$ cat src/sv/ece_pkg.sv
// ============================================================================
// ece_pkg - shared types and constants of the easing curve evaluator
// Fixed-point formats, curve codes, register map and pipeline control word.
// ============================================================================
package ece_pkg;

    // Fraction bits of the fixed-point formats
    localparam int FRAC_BITS = 15;

    // Progress t: unsigned Q1.F; eased value: signed Q2.F
    localparam int T_W   = FRAC_BITS + 1;
    localparam int OUT_W = FRAC_BITS + 2;

    // Datapath operands hold up to about +/-16.0 in Q.F
    localparam int OP_W   = FRAC_BITS + 5;
    localparam int PROD_W = 2 * OP_W;
    localparam int POST_W = OP_W + 2;

    // Configuration port
    localparam int CFG_W     = 4;
    localparam int DATA_W    = 32;
    localparam int PADDR_W   = 3;
    localparam int REG_IDX_W = 1;
    localparam logic [REG_IDX_W-1:0] REG_CURVE_SELECT = '0;

    // Fixed-point constants (overshoot constants rounded to nearest)
    localparam longint ONE_L  = longint'(1) << FRAC_BITS;
    localparam longint HALF_L = longint'(1) << (FRAC_BITS - 1);
    localparam longint C2_L   =
        ((longint'(25949095) << FRAC_BITS) + longint'(5000000)) / 10000000;
    localparam longint C2P1_L =
        ((longint'(35949095) << FRAC_BITS) + longint'(5000000)) / 10000000;

    // Curve codes; codes past the last one act as linear
    typedef enum logic [CFG_W-1:0] {
        CRV_LINEAR       = 4'd0,
        CRV_SMOOTHSTEP   = 4'd1,
        CRV_SMOOTHERSTEP = 4'd2,
        CRV_QUAD_IN      = 4'd3,
        CRV_QUAD_OUT     = 4'd4,
        CRV_QUAD_INOUT   = 4'd5,
        CRV_CUBIC_IN     = 4'd6,
        CRV_CUBIC_OUT    = 4'd7,
        CRV_CUBIC_INOUT  = 4'd8,
        CRV_INOUT_BACK   = 4'd9
    } t_curve;

    // Control word that travels with each item down the pipeline
    typedef struct packed {
        logic [CFG_W-1:0] sel;   // curve code
        logic             lo;    // t below one half
    } t_item_ctl;

endpackage

$ cat src/sv/ece_apb_regs.sv
// ============================================================================
// ece_apb_regs - configuration register file
// APB-style slave holding the curve select register; always ready.
// ============================================================================
module ece_apb_regs (
    input  logic                          i_clk,
    input  logic                          i_rst_n,
    input  logic                          psel,
    input  logic                          penable,
    input  logic                          pwrite,
    input  logic [ece_pkg::PADDR_W-1:0]   paddr,
    input  logic [ece_pkg::DATA_W-1:0]    pwdata,
    output logic [ece_pkg::DATA_W-1:0]    prdata,
    output logic                          pready,
    output logic [ece_pkg::CFG_W-1:0]     o_curve_sel
);
    import ece_pkg::*;

    logic [CFG_W-1:0]     r_curve_select;
    logic [REG_IDX_W-1:0] reg_idx;
    logic                 wr_en;

    // Decode the word index from the byte address
    assign reg_idx = paddr[PADDR_W-1:2];
    assign wr_en   = psel && penable && pwrite && (reg_idx == REG_CURVE_SELECT);

    // Hold the curve select register
    always_ff @(posedge i_clk) begin
        if (!i_rst_n) begin
            r_curve_select <= CRV_LINEAR;
        end else if (wr_en) begin
            r_curve_select <= pwdata[CFG_W-1:0];
        end
    end

    // Read back; unmapped words read as zero
    assign prdata      = (reg_idx == REG_CURVE_SELECT) ? DATA_W'(r_curve_select) : '0;
    assign pready      = 1'b1;
    assign o_curve_sel = r_curve_select;

endmodule

$ cat src/sv/ece_datapath.sv
// ============================================================================
// ece_datapath - multiply pipeline of the easing curve evaluator
// Three multiply stages and a post-add/clamp output stage, each with its
// own valid bit and ready term so bubbles close up under backpressure.
// ============================================================================
module ece_datapath (
    input  logic                             i_clk,
    input  logic                             i_rst_n,
    input  logic                             i_valid,
    output logic                             o_ready,
    input  logic [ece_pkg::T_W-1:0]          i_t,
    input  ece_pkg::t_item_ctl               i_ctl,
    output logic                             o_valid,
    input  logic                             i_ready,
    output logic signed [ece_pkg::OUT_W-1:0] o_value
);
    import ece_pkg::*;

    localparam logic signed [OP_W-1:0] ONE_Q     = OP_W'(ONE_L);
    localparam logic signed [OP_W-1:0] TWO_Q     = OP_W'(2 * ONE_L);
    localparam logic signed [OP_W-1:0] THREE_Q   = OP_W'(3 * ONE_L);
    localparam logic signed [OP_W-1:0] FOUR_Q    = OP_W'(4 * ONE_L);
    localparam logic signed [OP_W-1:0] TEN_Q     = OP_W'(10 * ONE_L);
    localparam logic signed [OP_W-1:0] FIFTEEN_Q = OP_W'(15 * ONE_L);
    localparam logic signed [OP_W-1:0] C2_Q      = OP_W'(C2_L);
    localparam logic signed [OP_W-1:0] C2P1_Q    = OP_W'(C2P1_L);

    localparam logic signed [POST_W-1:0] ONE_W   = POST_W'(ONE_L);
    localparam logic signed [POST_W-1:0] TWO_W   = POST_W'(2 * ONE_L);
    localparam logic signed [POST_W-1:0] MAX_W   = POST_W'(2 * ONE_L - 1);
    localparam logic signed [POST_W-1:0] MIN_W   = -POST_W'(2 * ONE_L);

    // Q.F product, floor shift
    function automatic logic signed [OP_W-1:0] qmul(
        input logic signed [OP_W-1:0] a,
        input logic signed [OP_W-1:0] b
    );
        logic signed [PROD_W-1:0] p;
        p = PROD_W'(a) * PROD_W'(b);
        return p[FRAC_BITS +: OP_W];
    endfunction

    // Stage registers
    logic                   r_s1_valid, r_s2_valid, r_s3_valid, r_out_valid;
    logic signed [OP_W-1:0] r_s1_a, r_s1_b, r_s1_cy;
    logic signed [OP_W-1:0] r_s2_c, r_s2_d;
    logic signed [OP_W-1:0] r_s3_e;
    t_item_ctl              r_s1_ctl, r_s2_ctl, r_s3_ctl;
    logic signed [OUT_W-1:0] r_out_value;

    logic rdy1, rdy2, rdy3, rdy_out;

    // Ready terms: a stage moves when empty or when its successor moves
    assign rdy_out = !r_out_valid || i_ready;
    assign rdy3    = !r_s3_valid  || rdy_out;
    assign rdy2    = !r_s2_valid  || rdy3;
    assign rdy1    = !r_s1_valid  || rdy2;
    assign o_ready = rdy1;

    // ---------------- stage 1: operand select and two products ----------------
    logic signed [OP_W-1:0] tt, f, g_hi, g_lo, g_bk;
    logic signed [OP_W-1:0] ax, ay, bx, by, n_s1_cy;

    assign tt   = signed'(OP_W'(i_t));
    assign f    = tt - ONE_Q;
    assign g_lo = tt <<< 1;
    assign g_hi = (tt <<< 1) - TWO_Q;
    assign g_bk = i_ctl.lo ? g_lo : g_hi;

    // Pick multiplier operands for the chosen curve
    always_comb begin
        ax      = tt;
        ay      = ONE_Q;
        bx      = tt;
        by      = ONE_Q;
        n_s1_cy = ONE_Q;
        unique case (i_ctl.sel)
            CRV_SMOOTHSTEP: begin
                ay      = tt;
                n_s1_cy = THREE_Q - (tt <<< 1);
            end
            CRV_SMOOTHERSTEP: begin
                ay      = tt;
                by      = (tt <<< 2) + (tt <<< 1) - FIFTEEN_Q;
                n_s1_cy = tt;
            end
            CRV_QUAD_IN: begin
                ay = tt;
            end
            CRV_QUAD_OUT: begin
                by = TWO_Q - tt;
            end
            CRV_QUAD_INOUT: begin
                ay = tt;
                by = FOUR_Q - (tt <<< 1);
            end
            CRV_CUBIC_IN: begin
                ay      = tt;
                n_s1_cy = tt;
            end
            CRV_CUBIC_OUT: begin
                bx      = f;
                by      = f;
                n_s1_cy = f;
            end
            CRV_CUBIC_INOUT: begin
                ay      = tt;
                bx      = f;
                by      = g_hi;
                n_s1_cy = i_ctl.lo ? tt : g_hi;
            end
            CRV_INOUT_BACK: begin
                ax = g_bk;
                ay = g_bk;
                bx = C2P1_Q;
                by = g_bk;
            end
            default: begin
                ax = tt;
            end
        endcase
    end

    always_ff @(posedge i_clk) begin
        if (!i_rst_n) begin
            r_s1_valid <= 1'b0;
        end else if (rdy1) begin
            r_s1_valid <= i_valid;
        end
    end

    always_ff @(posedge i_clk) begin
        if (rdy1 && i_valid) begin
            r_s1_a   <= qmul(ax, ay);
            r_s1_b   <= qmul(bx, by);
            r_s1_cy  <= n_s1_cy;
            r_s1_ctl <= i_ctl;
        end
    end

    // ---------------- stage 2: second product and addend ----------------
    logic signed [OP_W-1:0] cx, n_s2_d;

    // Choose which first-stage product feeds on, and form the second factor
    always_comb begin
        cx     = r_s1_a;
        n_s2_d = ONE_Q;
        unique case (r_s1_ctl.sel)
            CRV_SMOOTHERSTEP: begin
                n_s2_d = r_s1_b + TEN_Q;
            end
            CRV_QUAD_OUT, CRV_CUBIC_OUT: begin
                cx = r_s1_b;
            end
            CRV_QUAD_INOUT, CRV_CUBIC_INOUT: begin
                cx = r_s1_ctl.lo ? r_s1_a : r_s1_b;
            end
            CRV_INOUT_BACK: begin
                n_s2_d = r_s1_ctl.lo ? (r_s1_b - C2_Q) : (r_s1_b + C2_Q);
            end
            default: begin
                cx = r_s1_a;
            end
        endcase
    end

    always_ff @(posedge i_clk) begin
        if (!i_rst_n) begin
            r_s2_valid <= 1'b0;
        end else if (rdy2) begin
            r_s2_valid <= r_s1_valid;
        end
    end

    always_ff @(posedge i_clk) begin
        if (rdy2 && r_s1_valid) begin
            r_s2_c   <= qmul(cx, r_s1_cy);
            r_s2_d   <= n_s2_d;
            r_s2_ctl <= r_s1_ctl;
        end
    end

    // ---------------- stage 3: final product ----------------
    always_ff @(posedge i_clk) begin
        if (!i_rst_n) begin
            r_s3_valid <= 1'b0;
        end else if (rdy3) begin
            r_s3_valid <= r_s2_valid;
        end
    end

    always_ff @(posedge i_clk) begin
        if (rdy3 && r_s2_valid) begin
            r_s3_e   <= qmul(r_s2_c, r_s2_d);
            r_s3_ctl <= r_s2_ctl;
        end
    end

    // ---------------- stage 4: post add, halve and clamp ----------------
    logic signed [POST_W-1:0] e_w, post, n_clamped;

    assign e_w = POST_W'(r_s3_e);

    always_comb begin
        unique case (r_s3_ctl.sel)
            CRV_QUAD_INOUT:  post = r_s3_ctl.lo ? (e_w <<< 1) : (e_w - ONE_W);
            CRV_CUBIC_OUT:   post = e_w + ONE_W;
            CRV_CUBIC_INOUT: post = r_s3_ctl.lo ? (e_w <<< 2) : (e_w + ONE_W);
            CRV_INOUT_BACK:  post = r_s3_ctl.lo ? (e_w >>> 1) : ((e_w + TWO_W) >>> 1);
            default:         post = e_w;
        endcase
    end

    // Saturate to the signed Q2.F range
    always_comb begin
        priority if (post > MAX_W) begin
            n_clamped = MAX_W;
        end else if (post < MIN_W) begin
            n_clamped = MIN_W;
        end else begin
            n_clamped = post;
        end
    end

    always_ff @(posedge i_clk) begin
        if (!i_rst_n) begin
            r_out_valid <= 1'b0;
        end else if (rdy_out) begin
            r_out_valid <= r_s3_valid;
        end
    end

    always_ff @(posedge i_clk) begin
        if (rdy_out && r_s3_valid) begin
            r_out_value <= n_clamped[OUT_W-1:0];
        end
    end

    assign o_valid = r_out_valid;
    assign o_value = r_out_value;

endmodule

$ cat src/sv/easing_curve_evaluator_core.sv
// ============================================================================
// easing_curve_evaluator_core - easing curve evaluator, top level
// Maps a progress value to an eased value for the selected easing curve.
// ============================================================================
// Usage:
//   Input channel (i_progress_valid / o_progress_ready / i_progress) takes
//   one word per cycle while o_progress_ready is high: progress t in
//   unsigned Q1.15, values above 1.0 saturate to 1.0. Output channel
//   (o_eased_value_valid / i_eased_value_ready / o_eased_value) delivers
//   one word per input word, in order: the eased value in signed Q2.15.
//   The curve comes from the curve select register at byte address 0 of
//   the APB port; change it only while no words are in flight.
//   Each word passes through an input register, three multiply stages
//   and an output register. Throughput is one word per cycle while the
//   receiver does not stall, as the multipliers in each stage are
//   combinational.
//   Each stage has its own valid bit; while the receiver stalls, empty
//   stages keep filling and the input stalls only once all are full.
//   Reset empties the pipeline and sets the curve select to linear.
// ============================================================================
module easing_curve_evaluator_core (
    input  logic                             i_clk,
    input  logic                             i_rst_n,
    input  logic                             psel,
    input  logic                             penable,
    input  logic                             pwrite,
    input  logic [ece_pkg::PADDR_W-1:0]      paddr,
    input  logic [ece_pkg::DATA_W-1:0]       pwdata,
    output logic [ece_pkg::DATA_W-1:0]       prdata,
    output logic                             pready,
    input  logic                             i_progress_valid,
    output logic                             o_progress_ready,
    input  logic [ece_pkg::T_W-1:0]          i_progress,
    output logic                             o_eased_value_valid,
    input  logic                             i_eased_value_ready,
    output logic signed [ece_pkg::OUT_W-1:0] o_eased_value
);
    import ece_pkg::*;

    logic [CFG_W-1:0] curve_sel;
    logic             r_s0_valid;
    logic [T_W-1:0]   r_s0_t;
    t_item_ctl        r_s0_ctl;
    logic [T_W-1:0]   n_s0_t;
    t_item_ctl        n_s0_ctl;
    logic             dp_ready;
    logic             rdy0;

    ece_apb_regs u_regs (
        .i_clk       (i_clk),
        .i_rst_n     (i_rst_n),
        .psel        (psel),
        .penable     (penable),
        .pwrite      (pwrite),
        .paddr       (paddr),
        .pwdata      (pwdata),
        .prdata      (prdata),
        .pready      (pready),
        .o_curve_sel (curve_sel)
    );

    // Saturate progress to 1.0 and tag the word with its curve and half
    assign n_s0_t       = (i_progress > T_W'(ONE_L)) ? T_W'(ONE_L) : i_progress;
    assign n_s0_ctl.sel = curve_sel;
    assign n_s0_ctl.lo  = (n_s0_t < T_W'(HALF_L));

    assign rdy0             = !r_s0_valid || dp_ready;
    assign o_progress_ready = rdy0;

    // Input register stage
    always_ff @(posedge i_clk) begin
        if (!i_rst_n) begin
            r_s0_valid <= 1'b0;
        end else if (rdy0) begin
            r_s0_valid <= i_progress_valid;
        end
    end

    always_ff @(posedge i_clk) begin
        if (rdy0 && i_progress_valid) begin
            r_s0_t   <= n_s0_t;
            r_s0_ctl <= n_s0_ctl;
        end
    end

    ece_datapath u_datapath (
        .i_clk   (i_clk),
        .i_rst_n (i_rst_n),
        .i_valid (r_s0_valid),
        .o_ready (dp_ready),
        .i_t     (r_s0_t),
        .i_ctl   (r_s0_ctl),
        .o_valid (o_eased_value_valid),
        .i_ready (i_eased_value_ready),
        .o_value (o_eased_value)
    );

endmodule
$ cat config.mk
export PLATFORM = sky130hd
export DESIGN_NAME = easing_curve_evaluator_core
export DESIGN_NICKNAME = d
export VERILOG_FILES = /design/src/sv/ece_pkg.sv /design/src/sv/ece_apb_regs.sv /design/src/sv/ece_datapath.sv /design/src/sv/easing_curve_evaluator_core.sv
export SDC_FILE = /design/constraint.sdc
export NUM_CORES = 2
export LEC_CHECK = 0
export BUFFER_PORTS_ARGS = -buffer_cell sky130_fd_sc_hd__clkbuf_2
export CAP_MARGIN = 5
export CORE_MARGIN = 3
export CORE_UTILIZATION = 72
export DETAILED_ROUTE_END_ITERATION = 10
export PLACE_DENSITY = 0.89
export SYNTH_ARGS = -nofsm -noshare
export SYNTH_HDL_FRONTEND = slang
export SYNTH_SLANG_ARGS = --single-unit
$ cat constraint.sdc
create_clock -name i_clk -period 22.5 [get_ports i_clk]
set_input_delay 1.125 -clock i_clk [delete_from_list [all_inputs] [get_ports i_clk]]
set_output_delay 1.125 -clock i_clk [all_outputs]
set_load 0.01 [all_outputs]
==> impl_metrics.tcl <==
set metrics [dict create \
    cts_sinks 180 \
    start_util_pct 72.97 \
    crit_path_max_incr_delay_ns 0.71 \
    status "finished clean" \
    first_pass_iters 10 \
    clockBufferDepth 2 \
    netlist_instances 6634 \
    maxCapViolCount 0 \
    synth_area_leaders "fa_1 48%, inv_1 9.8%, ha_1 9.1%" \
    min_period_ns 10.82 \
    worst_hold_path.num_cells 0 \
    cp_common_cell "fa_1" \
    fin_cells 7638 \
    cp.required_ns 22.75 \
    postRouteAntennaNets 0 \
    synthArstFlopShare_pct 0 \
    grt_overflow 0 \
    synth-seq-area-share_pct 8.676 \
    num_rows 106 \
    setup_viol 0 \
    die_h_um 297.7 \
    setup_ws_ns 11.68 \
    coreArea_um2 83950 \
    synth_top_area_share_pct 47.64 \
    path_clk_slew_ns 0.09 \
    drtIter0Drc 4638 \
    detail_route.wl_per_cell_um 20.85 \
    vias 46110 \
    cts-root-buf "clkbuf_16" \
    synth_edf_count 171 \
    nNetsFinal 8452 \
    worst_pin_slew_ns 1.300 \
    grt_pass1_vias 50590 \
    drcViolationCount 0 \
    slowest_stage "edfxtp_1" \
    die_x_um 297.7 \
    gp_congestion 0.9877 \
    grt_pass1_wl_um 257800 \
    yosys.cell_types.count 83 \
    ctsResizeCount 0 \
    antenna_found_initial 4 \
    grt_usage_pct 37.11 \
    viasPerCell 6.037 \
    syn_area_um2 61260 \
    cp.arrival_ns 11.08 \
    numCtsBuffers 17 \
    clk-insertion-delay-late_ns 0.52 \
    drt-met1-wl_um 53040 \
    grt_start_max_net_pins 64 \
    critPathBufInv 6 \
    preCtsSetupSlack_ns 12.09 \
    setup_tns_ns 0 \
    criticalPathCategory "flip-flop to flip-flop" \
    wl_met2_um 75630 \
    path_depth 36 \
    hp-class "flip-flop to flip-flop" \
    cts_tree "yes" \
    mostFrequentLayoutCell "inv_1" \
    critPathCaptureType "flip-flop" \
    crit_fanout 17 \
    port_buffers 50 \
    synth-seq-cells 180 \
    n_fill_cell 5372 \
    ios 110 \
    synth_flop_cell "edfxtp_1" \
    avgSynthCellArea_um2 9.235 \
    hold_viol_final 0 \
    syn2layout_area_growth_pct 2.741 \
    slew_viol_final 0 \
    rsz0062_at_grt "false" \
    cts_setup_buffers 0 \
    slew_headroom_pct 13.34 \
    synth_top_area_cell "fa_1" \
    holdBufCountCts 0 \
    critical_path.top_delay_family "adder cells" \
    top_layer "met5" \
    dpl.hpwl_um 128000 \
    final_cell_mix "1601 x inv_1, 1458 x fa_1, 974 x nand2_1, 447 x ha_1, 348 x nor2_1" \
    timing.fmax_mhz 92.38 \
    wl_met3_um 17860 \
    fin_skew_ns 0.02128 \
    cp-start-kind "flip-flop" \
    h-tree-depth 4 \
    die_area_um2 88620 \
    reg2regPathDepth 36 \
    placed_cells 7604 \
    holdWs_ns 0.4167 \
    period_share_pct 48.11 \
    yosysWarnings 0 \
    drive_gt1_share_pct 2.815 \
    drt_wl_total_um 159200 \
]
==> area by class of cell <==
| cell class | instances | area (um^2) | area share, % |
|---|---|---|---|
| Tap cell | 1134 | 1419 | 2.254 |
| Inverter | 1612 | 6051 | 9.613 |
| Clock buffer | 24 | 546.8 | 0.8687 |
| Antenna cell | 2 | 5.005 | 0.007951 |
| Multi-Input combinational cell | 4575 | 48870 | 77.64 |
| Timing Repair Buffer | 103 | 648.1 | 1.030 |
| Clock inverter | 8 | 87.58 | 0.1392 |
| Sequential cell | 180 | 5315 | 8.444 |
==> cells by family after synthesis <==
family	synth area share, %
AO/OA/AOI/OAI	5.422
XOR/XNOR	2.659
adder cells (fa/ha/maj)	56.77
buffers and inverters	11.93
flip-flops	8.676
multiplexers	0.3860
other	0.01226
AND/OR/NAND/NOR	14.15
==> routing by layer <==
layer | up-vias | GRT usage (%)
met2 | 3054 | 60.51
met5 | - | 0
met1 | 22850 | 44.96
met3 | 898 | 8.409
met4 | 2 | 23.82
li1 | 19310 | -
==> registers in the layout, indices dropped and copies added, names as in the netlist <==
| signal | cells |
|---|---|
| u_datapath.r_s2_d | 20 |
| u_datapath.r_s2_valid | 1 |
| u_regs.o_curve_sel | 4 |
| u_datapath.o_value | 17 |
| u_datapath.r_s2_c | 20 |
| u_datapath.r_s3_valid | 1 |
| u_datapath.r_s1_b | 20 |
| u_datapath.r_s3_ctl | 5 |
| u_datapath.r_s1_valid | 1 |
| u_datapath.r_s1_ctl | 5 |
| u_datapath.r_s2_ctl | 5 |
| u_datapath.o_valid | 1 |
| r_s0_valid | 1 |
| r_s0_t | 16 |
| u_datapath.r_s1_a | 20 |
| u_datapath.r_s3_e | 20 |
| r_s0_ctl | 5 |
| u_datapath.r_s1_cy | 18 |
==> metrics by stage <==
stage / utilization (%) / area, um^2
after floorplan: - / 61390
after global placement: 74.21 / 62300
after detailed placement: 74.21 / 62300
after CTS: 74.97 / 62940
after global routing: 74.97 / 62940
final: 74.97 / 62940
==> synthesized netlist by cell type, drive strengths merged (7+ instances only) <==
master	number
inv	1604
fa	1458
nand2	974
ha	447
nor2	352
and2	294
clkbuf	250
edfxtp	171
xnor2	146
a21oi	137
o21ai	121
nor2b	110
buf	51
nand2b	44
xor2	40
a21o	34
nand3	33
nor3	30
o21a	25
a211oi	24
a221oi	21
mux2i	19
a31oi	18
and3	17
o22ai	15
or2	13
or3	13
o211ai	12
nand4	11
a21boi	10
a221o	10
a22oi	10
o21bai	10
dfxtp	9
clkinv	8
nor3b	7
==> worst paths after layout <==
path / from / endpoint / slack [ns]
setup / recovery: r_s0_t[5]$_SDFFCE_PP0P_ / u_datapath.r_s1_b[18]$_DFFE_PP_ / 11.68
hold / removal: u_datapath.r_s2_ctl[2]$_DFFE_PP_ / u_datapath.r_s3_ctl[2]$_DFFE_PP_ / 0.42
setup reg to reg: r_s0_t[5]$_SDFFCE_PP0P_ / u_datapath.r_s1_b[18]$_DFFE_PP_ / 11.68
hold reg to reg: u_datapath.r_s2_ctl[2]$_DFFE_PP_ / u_datapath.r_s3_ctl[2]$_DFFE_PP_ / 0.42
Power is not shown: default switching activity piles up to over one toggle a cycle in this logic, so the estimate is an artifact.
